$ cat config.mk
export PLATFORM = sky130hd
export DESIGN_NAME = wall_clock_hms_ascii_unit
export DESIGN_NICKNAME = d
export VERILOG_FILES = /design/src/rtl/wchms_pkg.sv /design/src/rtl/wchms_time.sv /design/src/rtl/wchms_emit.sv /design/src/rtl/wall_clock_hms_ascii_unit.sv
export SDC_FILE = /design/constraint.sdc
export NUM_CORES = 1
export LEC_CHECK = 0
export ABC_AREA = 1
export BUFFER_PORTS_ARGS = -buffer_cell sky130_fd_sc_hd__buf_2
export CAP_MARGIN = 20
export CORE_MARGIN = 1.5
export CORE_UTILIZATION = 50
export CTS_BUF_LIST = sky130_fd_sc_hd__clkbuf_16
export DETAILED_ROUTE_END_ITERATION = 12
export PLACE_DENSITY = 0.71
export SLEW_MARGIN = 20
export SYNTH_ARGS = -nofsm -noshare
export SYNTH_HDL_FRONTEND = slang
export SYNTH_SLANG_ARGS = --single-unit
$ cat constraint.sdc
create_clock -name clk_i -period 4.85 [get_ports clk_i]
set_input_delay 0.2425 -clock clk_i [delete_from_list [all_inputs] [get_ports clk_i]]
set_output_delay 0.2425 -clock clk_i [all_outputs]
set_load 0.005 [all_outputs]
$ cat src/rtl/wchms_pkg.sv
package wchms_pkg;

  localparam int unsigned StrLen = 11;
  localparam int unsigned IdxW   = 4;
  localparam logic [IdxW-1:0] LastIdx = IdxW'(StrLen - 1);

  localparam logic [7:0] CharCr    = 8'h0D;
  localparam logic [7:0] CharColon = 8'h3A;
  localparam logic [7:0] CharNul   = 8'h00;
  localparam logic [7:0] CharZero  = 8'h30;

  localparam logic signed [13:0] HourLimit   = 14'sd24;
  localparam logic signed [13:0] MinSecLimit = 14'sd60;
  localparam logic [4:0] HourMax   = 5'd23;
  localparam logic [5:0] MinSecMax = 6'd59;

  typedef enum logic [1:0] {
    CMD_SET  = 2'd0,
    CMD_GET  = 2'd1,
    CMD_STOP = 2'd2,
    CMD_TICK = 2'd3
  } cmd_e;

  typedef struct packed {
    logic [1:0] hour_tens;
    logic [3:0] hour_ones;
    logic [2:0] min_tens;
    logic [3:0] min_ones;
    logic [2:0] sec_tens;
    logic [3:0] sec_ones;
  } time_digits_t;

  typedef struct packed {
    logic         load;
    time_digits_t digits;
  } emit_req_t;

  function automatic logic signed [13:0] two_digit(logic [7:0] tens, logic [7:0] ones);
    logic signed [13:0] t;
    logic signed [13:0] o;
    t = $signed({6'd0, tens}) - $signed({6'd0, CharZero});
    o = $signed({6'd0, ones}) - $signed({6'd0, CharZero});
    return (t <<< 3) + (t <<< 1) + o;
  endfunction

  // Split a value below 60 into tens and ones.
  function automatic logic [6:0] split_dec(logic [5:0] v);
    logic [2:0] tens;
    logic [5:0] ones;
    if (v >= 6'd50) begin
      tens = 3'd5;
    end else if (v >= 6'd40) begin
      tens = 3'd4;
    end else if (v >= 6'd30) begin
      tens = 3'd3;
    end else if (v >= 6'd20) begin
      tens = 3'd2;
    end else if (v >= 6'd10) begin
      tens = 3'd1;
    end else begin
      tens = 3'd0;
    end
    ones = v - ({tens, 3'd0} + {2'd0, tens, 1'b0});
    return {tens, ones[3:0]};
  endfunction

  function automatic logic [7:0] char_at(logic [IdxW-1:0] idx, time_digits_t d);
    logic [7:0] c;
    unique case (idx)
      4'd0:    c = CharCr;
      4'd1:    c = CharZero + {6'd0, d.hour_tens};
      4'd2:    c = CharZero + {4'd0, d.hour_ones};
      4'd3:    c = CharColon;
      4'd4:    c = CharZero + {5'd0, d.min_tens};
      4'd5:    c = CharZero + {4'd0, d.min_ones};
      4'd6:    c = CharColon;
      4'd7:    c = CharZero + {5'd0, d.sec_tens};
      4'd8:    c = CharZero + {4'd0, d.sec_ones};
      4'd9:    c = CharCr;
      default: c = CharNul;
    endcase
    return c;
  endfunction

endpackage

$ cat src/rtl/wchms_time.sv
module wchms_time
  import wchms_pkg::*;
(
  input  logic       clk_i,
  input  logic       rst_ni,
  input  logic       take_i,
  input  logic [1:0] cmd_i,
  input  logic [7:0] hour_tens_char_i,
  input  logic [7:0] hour_ones_char_i,
  input  logic [7:0] minute_tens_char_i,
  input  logic [7:0] minute_ones_char_i,
  input  logic [7:0] second_tens_char_i,
  input  logic [7:0] second_ones_char_i,
  output logic       emit_o,
  output time_digits_t digits_o
);

  logic [4:0] hours_q, hours_d;
  logic [5:0] minutes_q, minutes_d;
  logic [5:0] seconds_q, seconds_d;
  logic       running_q, running_d;

  logic signed [13:0] h_v, m_v, s_v;
  logic               set_ok;
  logic [6:0]         h_dec, m_dec, s_dec;

  assign h_v = two_digit(hour_tens_char_i, hour_ones_char_i);
  assign m_v = two_digit(minute_tens_char_i, minute_ones_char_i);
  assign s_v = two_digit(second_tens_char_i, second_ones_char_i);
  assign set_ok = (h_v >= 14'sd0) && (h_v < HourLimit) &&
                  (m_v >= 14'sd0) && (m_v < MinSecLimit) &&
                  (s_v >= 14'sd0) && (s_v < MinSecLimit);

  always_comb begin
    hours_d   = hours_q;
    minutes_d = minutes_q;
    seconds_d = seconds_q;
    running_d = running_q;
    emit_o    = 1'b0;
    unique case (cmd_e'(cmd_i))
      CMD_SET: begin
        if (set_ok) begin
          hours_d   = h_v[4:0];
          minutes_d = m_v[5:0];
          seconds_d = s_v[5:0];
          running_d = 1'b1;
          emit_o    = 1'b1;
        end
      end
      CMD_GET: begin
        emit_o = 1'b1;
      end
      CMD_STOP: begin
        running_d = 1'b0;
      end
      CMD_TICK: begin
        if (running_q) begin
          emit_o = 1'b1;
          if (seconds_q >= MinSecMax) begin
            seconds_d = 6'd0;
            if (minutes_q >= MinSecMax) begin
              minutes_d = 6'd0;
              hours_d   = (hours_q >= HourMax) ? 5'd0 : hours_q + 5'd1;
            end else begin
              minutes_d = minutes_q + 6'd1;
            end
          end else begin
            seconds_d = seconds_q + 6'd1;
          end
        end
      end
      default: begin
        emit_o = 1'b0;
      end
    endcase
  end

  assign h_dec = split_dec({1'b0, hours_d});
  assign m_dec = split_dec(minutes_d);
  assign s_dec = split_dec(seconds_d);

  assign digits_o = '{
    hour_tens: h_dec[5:4],
    hour_ones: h_dec[3:0],
    min_tens:  m_dec[6:4],
    min_ones:  m_dec[3:0],
    sec_tens:  s_dec[6:4],
    sec_ones:  s_dec[3:0]
  };

  always_ff @(posedge clk_i or negedge rst_ni) begin
    if (!rst_ni) begin
      hours_q   <= '0;
      minutes_q <= '0;
      seconds_q <= '0;
      running_q <= 1'b0;
    end else if (take_i) begin
      hours_q   <= hours_d;
      minutes_q <= minutes_d;
      seconds_q <= seconds_d;
      running_q <= running_d;
    end
  end

endmodule

$ cat src/rtl/wchms_emit.sv
module wchms_emit
  import wchms_pkg::*;
(
  input  logic       clk_i,
  input  logic       rst_ni,
  input  emit_req_t  req_i,
  output logic       ready_o,
  output logic       out_valid_o,
  input  logic       out_ready_i,
  output logic [7:0] out_char_o,
  output logic       last_char_o
);

  logic            valid_q;
  logic            last_q;
  logic [IdxW-1:0] idx_q;
  logic [IdxW-1:0] idx_next;
  time_digits_t    digits_q;
  logic [7:0]      out_char_q;
  logic            advance;

  assign idx_next = idx_q + IdxW'(1);
  assign advance  = valid_q && out_ready_i && !last_q;
  assign ready_o  = !valid_q || (out_ready_i && last_q);

  always_ff @(posedge clk_i or negedge rst_ni) begin
    if (!rst_ni) begin
      valid_q <= 1'b0;
      last_q  <= 1'b0;
      idx_q   <= '0;
    end else if (req_i.load) begin
      valid_q <= 1'b1;
      last_q  <= 1'b0;
      idx_q   <= '0;
    end else if (valid_q && out_ready_i) begin
      if (last_q) begin
        valid_q <= 1'b0;
      end else begin
        idx_q  <= idx_next;
        last_q <= (idx_next == LastIdx);
      end
    end
  end

  always_ff @(posedge clk_i) begin
    if (req_i.load) begin
      digits_q   <= req_i.digits;
      out_char_q <= CharCr;
    end else if (advance) begin
      out_char_q <= char_at(idx_next, digits_q);
    end
  end

  assign out_valid_o = valid_q;
  assign out_char_o  = out_char_q;
  assign last_char_o = last_q;

endmodule

$ cat src/rtl/wall_clock_hms_ascii_unit.sv
// 24-hour wall clock with set, get, stop and tick commands.
// Input channel: in_valid_i / in_ready_o carry one command word with six
// ASCII digit bytes (used by set only). Output channel: out_valid_o /
// out_ready_i carry the time string one byte per word: CR, HH:MM:SS, CR,
// NUL, with last_char_o high on the NUL.
// A command word lands in an input register and is decoded against the
// held time once it can be taken; a displaying command then loads the
// byte serializer, whose first byte is offered from a register.
// A displaying command (valid set, get, tick while running) occupies the
// serializer for all 11 bytes, one byte per cycle while the receiver is
// ready; stop, invalid set and tick while stopped produce no bytes and
// are taken without waiting for the serializer.
// The next word is taken while a string is still being sent; it waits in
// the input register until the serializer frees up at its final byte.
// Reset clears the time to 00:00:00 with the clock stopped and drops any
// pending bytes. When the receiver stalls, the current byte holds, and
// in_ready_o drops once the input register is full.
module wall_clock_hms_ascii_unit
  import wchms_pkg::*;
(
  input  logic       clk_i,
  input  logic       rst_ni,
  input  logic       in_valid_i,
  output logic       in_ready_o,
  input  logic [1:0] cmd_i,
  input  logic [7:0] hour_tens_char_i,
  input  logic [7:0] hour_ones_char_i,
  input  logic [7:0] minute_tens_char_i,
  input  logic [7:0] minute_ones_char_i,
  input  logic [7:0] second_tens_char_i,
  input  logic [7:0] second_ones_char_i,
  output logic       out_valid_o,
  input  logic       out_ready_i,
  output logic [7:0] out_char_o,
  output logic       last_char_o
);

  logic       inq_valid_q;
  logic [1:0] cmd_q;
  logic [7:0] hour_tens_q, hour_ones_q;
  logic [7:0] minute_tens_q, minute_ones_q;
  logic [7:0] second_tens_q, second_ones_q;

  logic         take;
  logic         emit;
  logic         emit_ready;
  time_digits_t digits;
  emit_req_t    req;

  assign take       = inq_valid_q && (emit_ready || !emit);
  assign in_ready_o = !inq_valid_q || take;

  always_ff @(posedge clk_i or negedge rst_ni) begin
    if (!rst_ni) begin
      inq_valid_q <= 1'b0;
    end else if (in_ready_o) begin
      inq_valid_q <= in_valid_i;
    end
  end

  always_ff @(posedge clk_i) begin
    if (in_ready_o && in_valid_i) begin
      cmd_q         <= cmd_i;
      hour_tens_q   <= hour_tens_char_i;
      hour_ones_q   <= hour_ones_char_i;
      minute_tens_q <= minute_tens_char_i;
      minute_ones_q <= minute_ones_char_i;
      second_tens_q <= second_tens_char_i;
      second_ones_q <= second_ones_char_i;
    end
  end

  wchms_time u_time (
    .clk_i              (clk_i),
    .rst_ni             (rst_ni),
    .take_i             (take),
    .cmd_i              (cmd_q),
    .hour_tens_char_i   (hour_tens_q),
    .hour_ones_char_i   (hour_ones_q),
    .minute_tens_char_i (minute_tens_q),
    .minute_ones_char_i (minute_ones_q),
    .second_tens_char_i (second_tens_q),
    .second_ones_char_i (second_ones_q),
    .emit_o             (emit),
    .digits_o           (digits)
  );

  assign req.load   = take && emit;
  assign req.digits = digits;

  wchms_emit u_emit (
    .clk_i       (clk_i),
    .rst_ni      (rst_ni),
    .req_i       (req),
    .ready_o     (emit_ready),
    .out_valid_o (out_valid_o),
    .out_ready_i (out_ready_i),
    .out_char_o  (out_char_o),
    .last_char_o (last_char_o)
  );

endmodule

== After elaboration in Yosys (flattened, before gate mapping) ==
Cells that the tools add are included.
Operators by class
  add/sub/neg operators: 28
  magnitude comparators: 24
  equal/unequal tests: 15
  muxes and demuxes: 45
  reduce and logical (&&, ||, !) cells: 28
Operators by type and width (count)
  $add 14x14->14: 6
  $pmux 8 s8: 1
  $sub 8x6->9 const B: 6
  $ge 14x1->1 const B: 3
  $mux 6: 7
  $ge 6x6->1 const B: 6
  $mux 3: 12
  $lt 14x7->1 const B: 2
  $mux 5: 5
  $ge 6x5->1 const B: 4
  $pmux 6 s2: 2
  $add 6x4->7 const A: 3
  $eq 4x3->1 const B: 4
  $ge 5x5->1 const B: 3
  $add 6x3->7 const A: 2
  $lt 14x6->1 const B: 1
  $add 4x4->4: 3
  $add 6x1->6 const B: 2
  $eq 4x4->1 const B: 3
  $ge 5x6->1 const B: 2
  $ge 6x4->1 const B: 2
  $mux 1: 12
  $mux 4: 3
  $sub 4x4->4: 3
  other kinds (22): 43
Word-level totals
  register bits after elaboration: 103
  input port bits: 54
  output and inout bits: 11
  word-level logic and storage cells: 162

== Depth between registers and ports, before layout ==
  depth after elaboration: 19
  gate-level depth with buffers: 36
  gate-level depth less buffers: 36

== By module ==
A second synthesis with hierarchy kept.
Second synthesis, totals
  cells, all modules: 1139
  area total of the unflattened synthesis: 8693.3 µm²
Modules (own cells, without submodules)
  wchms_time: instances 1, cells an instance 922, area each 5567.8 µm², seq. area each 450.4 µm²
  wall_clock_hms_ascii_unit: instances 1, cells an instance 60, area each 1571.5 µm², seq. area each 1526.5 µm²
  wchms_emit: instances 1, cells an instance 157, area each 1554.0 µm², seq. area each 850.8 µm²

== Worst setup path before layout ==
Ideal clock, no wire load.
  path kind: register to register
  start: register hour_ones_q[4]
  end: register u_emit.digits_q[2] (netlist bit) (data pin)
  library setup time: 258 ps
  arrival: 4504 ps
  data required time: 4592 ps
  path slack: 88 ps
  cell stages (with the launch flop): 31
  buffers on the path: 0
  period minus slack after synthesis: 4762 ps
  cells stage by stage: edfxtp_1 -> ha_1 -> nor3_1 -> inv_1 -> fa_1 -> inv_1 -> ha_1 -> nand2_1 -> nand2_1 -> a22oi_1 -> nand3_1 -> nand2_1 -> nand3_1 -> nor2_1 -> nand2_1 -> nor2_1 -> nand2_1 -> nor2_4 -> a32o_1 -> nand2_1 -> o21ai_0 -> inv_1 -> ha_1 -> a21oi_1 -> nand2_1 -> nand2_2 -> o21ai_4 -> nand2_2 -> nand2_1 -> ha_1 -> xnor2_1
RTL lines
  from (decl): RTL line wall_clock_hms_ascii_unit.sv:40  | logic [7:0] hour_tens_q, hour_ones_q;
  from (signal assigned): RTL line wall_clock_hms_ascii_unit.sv:65  | hour_ones_q <= hour_ones_char_i;
  to (signal assigned): RTL line wchms_emit.sv:47  | digits_q <= req_i.digits;
  to (decl): RTL line wchms_emit.sv:18  | time_digits_t digits_q;

==> results by group <==
Power
  – Switch share: 0.465
  – Power Density: 501 mW/mm^2
  – Peak VDD IR: 0.000234 V
  – Clock share of power: 0.138
  – Switching pwr: around 2400 uW
  – Pint: 2810 uW
  – Combinational share of power: 0.616
  – Seq pwr share: 0.246
  – LEAKAGE: 0.00509 uW

Routing
  – Vias: 7232
  – Vias per cell: approximately 5.0
  – Initial drt markers: roughly 380
  – Drt total wl: roughly 19 mm
  – Drt wl/cell: 13.4 um
  – Initial DRT Pass Iterations: 5
  – Post-DRT Antenna Nets: 0
  – # DRC: 0

Timing
  – WHS: 0.0453 ns
  – Minimum clock period: 4.65 ns
  – Setup WS post-layout: just over 0.2 ns
  – Max-slew violations: 0
  – RSZ-0062 raised after global routing: true
  – Rel. slew slack: 0.428
  – Final setup vio count: 0
  – Fmax: 215 MHz
  – Fin. Hold Viols: 0
  – Worst Tran Pin Value: roughly 0.86 ns
  – Fin crit share: 0.958
  – Setup Skew: 0.0139 ns

Floorplan
  – Placeable core area: ~0.017 sq mm
  – Die area: roughly 0.018 sq mm
  – Num rows: 47
  – Top Ports: 65
  – Die Wd: around 130 um
  – Initial Util: 0.511
  – Die Height: 133 um

Placed design
  – Post-DP HPWL: 14.2 mm
  – Post-Place Cells: ~1400
  – # port buffers: 62
  – Gpl congestion: 0.915
  – Setup WS pre-CTS: -0.0919 ns

Global route
  – Largest net degree at the start of global routing: 51
  – Initial antenna violation count: 0
  – Met3 usage: 0.0282
  – GR met2 Demand/Resource: 0.367
  – GRT met1 Usage: 0.277
  – First-pass GRT wire length: between 30 and 40 mm
  – GR Overflow Total: 0
  – GRT Overall Usage: 0.215
  – Vias in the first global route: 6776
  – Busiest grt layer: met2

Cells and area
  – Inserted Diodes: 0
  – Final Non-Filler Cells: 1434
  – Final net count: 1359
  – Layout cell share with drive strength beyond 1: 0.268
  – P&R area growth vs syn: 23.9%
  – FILL cells: 1428

Yosys
  – Number of synthesized flops with an enable pin: 70
  – Mean Syn Cell Area: 7.77 sq um
  – Post-synth ARST share: 0.250
  – Register area share after synthesis: 0.334
  – Yosys Warn Count: 0
  – Post-Syn Area: 0.00847 sq mm
  – Count of state elements after synthesis: 100
  – Synth Flop Type: edfxtp_1
  – Distinct cells, synth: 51
  – Synth Instances: 1091

Clock network
  – Clock transition at path regs: 0.08 ns
  – CTS Buf Count: 9
  – CTS tree: yes
  – Worst skew pair latency: 0.37 ns
  – H-tree depth: 3
  – CTS root buf: clkbuf_16
  – Clock Tree Buf Depth: 2
  – CTS sink count: 100

Min path
  – HP Class: in2reg
  – Hold Path Origin: hour_tens_char_i[2]

Run status
  – Status: complete, no violations

Setup path
  – CP Capture Type: register
  – Worst Path Required: around 5.0 ns
  – Worst path max stage delay: 0.53 ns
  – Critical path startpoint category: register
  – Worst-path maximum fanout: 5
  – RR Startpoint: minute_ones_q[5]
  – Critical path class: reg2reg
  – Worst Setup SP: minute_ones_q[5]
  – Critical path's most frequent cell: nand2_1
  – Slowest stage cell on the critical path: fa_1
  – Worst EP arrival: 4.77 ns

Job
  – Max Cap Viol: 0
cells in the mapped netlist, types with 2 or more instances:
master / number / area (sq um)
nor2_1: 76 / 285
o22ai_1: 3 / 18.8
dfrtp_1: 25 / 626
o211ai_1: 6 / 45.0
o21bai_1: 4 / 30.0
a21oi_1: 43 / 215
nor2_2: 4 / 25.0
o21ai_0: 25 / 125
buf_2: 3 / 15.0
nand2_4: 7 / 78.8
a21oi_2: 2 / 17.5
or2_2: 3 / 18.8
fa_1: 27 / 541
ha_1: 69 / 863
nand2_2: 22 / 138
nand4_1: 20 / 125
nand3_2: 10 / 100
or2_1: 2 / 12.5
a21o_1: 4 / 30.0
buf_4: 4 / 30.0
dfxtp_1: 5 / 100
nor4_1: 2 / 12.5
a221oi_1: 4 / 35.0
a41oi_1: 2 / 17.5
inv_2: 6 / 22.5
nand3b_1: 9 / 67.6
nand3_1: 62 / 310
nor3_1: 13 / 65.1
clkbuf_1: 5 / 18.8
a31oi_1: 6 / 37.5
nor2_4: 4 / 45.0
inv_1: 195 / 732
xnor2_1: 12 / 105
xor2_1: 21 / 184
edfxtp_1: 70 / 2100
nand2_1: 301 / 1130
cells in the final DEF, fill, tap and decap left out, types with 23 or more instances in the layout:
| cell | n |
|---|---|
| nand2_1 | 273 |
| inv_1 | 183 |
| edfxtp_1 | 70 |
| nor2_1 | 63 |
| buf_2 | 62 |
| nand3_1 | 49 |
| buf_4 | 49 |
| nand2_2 | 41 |
| ha_1 | 41 |
| a21oi_1 | 31 |
| fa_1 | 27 |
| dfrtp_1 | 25 |
| o21ai_0 | 23 |
sequential cells by signal, summed over array words and instances (netlist names):
signal and count:
u_emit.digits_q 20, hour_ones_q 8, hour_tens_q 8, minute_ones_q 8, minute_tens_q 8, second_ones_q 8
second_tens_q 8, u_time.minutes_q 6, u_time.seconds_q 6, u_emit.out_char_o 5, u_time.hours_q 5, u_emit.idx_q 4
cmd_q 2, inq_valid_q 1, u_emit.last_char_o 1, u_emit.out_valid_o 1, u_time.running_q 1
kinds of logic after synthesis:
| kind of cell | count (synthesis) | share of synthesized area |
|---|---|---|
| flip-flops | 100 | 0.334 |
| adder cells (fa/ha/maj) | 96 | 0.166 |
| AND/OR/NAND/NOR | 537 | 0.288 |
| other | 1 | 0.000443 |
| AO/OA/AOI/OAI | 109 | 0.0800 |
| buffers and inverters | 215 | 0.0976 |
| XOR/XNOR | 33 | 0.0341 |
final cells by class:
type / count / area, sq um / area share
clock buffer: 9 / 225 / 0.0215
clock inverter: 7 / 67.6 / 0.00644
inverter: 202 / 764 / 0.0729
multi-input combinational: 777 / 5560 / 0.530
sequential: 100 / 2830 / 0.269
tap: 220 / 275 / 0.0262
timing repair buffer: 119 / 776 / 0.0739
worst max-delay path: cells and delay by family (launching register included):
kind | cells | cell delay [ns]
buffers and inverters | 5 | 0.40
and+or+nand+nor | 22 | 2.19
adders and majority gates | 4 | 1.22
xor gates and xnor gates | 1 | 0.15
DFF | 1 | 0.44
metrics by stage:
stage / utilization / instance area (sq um) / TNS, ns / power, uW
2_1_floorplan: - / 8480 / 0 / 3300
3_3_place_gp: 0.557 / 9240 / 0 / 3920
3_5_place_dp: 0.557 / 9240 / -0.209 / 3960
4_1_cts: 0.577 / 9560 / 0 / 4720
5_1_grt: 0.633 / 10500 / -0.315 / 5750
6_report: 0.633 / 10500 / 0 / 5260
path summary, 6_finish.rpt:
path,to,slack [ns],depth (start not counted)
worst max register to register,u_emit.digits_q[3],0.20,32
min in group asynchronous,u_emit.last_char_o,0.45,2
worst min-delay path,hour_tens_q[2],0.05,1
max in group asynchronous,u_time.minutes_q[4],3.96,2
worst max-delay path,u_emit.digits_q[3],0.20,32
worst min register to register,u_emit.out_char_o[0],0.46,2
what timing repair did:
item / CTS / global route
gates resized for setup: 4 / 164
hold buffers: 1 / 0
endpoints found under the hold margin: 25 / 0
pin swaps: 0 / 83
setup endpoints to repair: 6 / 50
setup buffers: 0 / 25
power groups by stage:
| stage | Sequential, uW | Clock, uW | Combinational (uW) |
|---|---|---|---|
| after global routing | 1320 | 768 | 3670 |
| after CTS | 1280 | 745 | 2690 |
| after detailed placement | 1300 | 0 | 2670 |
| after floorplan | 1260 | 0 | 2040 |
| final | 1290 | 726 | 3240 |
| after global placement | 1300 | 0 | 2620 |
routing by layer:
layer | wire (um) | up-vias
met1 | 8580 | 3315
met5 | 0 | -
met2 | 9490 | 146
met3 | 653 | 37
li1 | - | 3734
met4 | 515 | 0
Note: power is estimated with default switching activity, not from simulation.
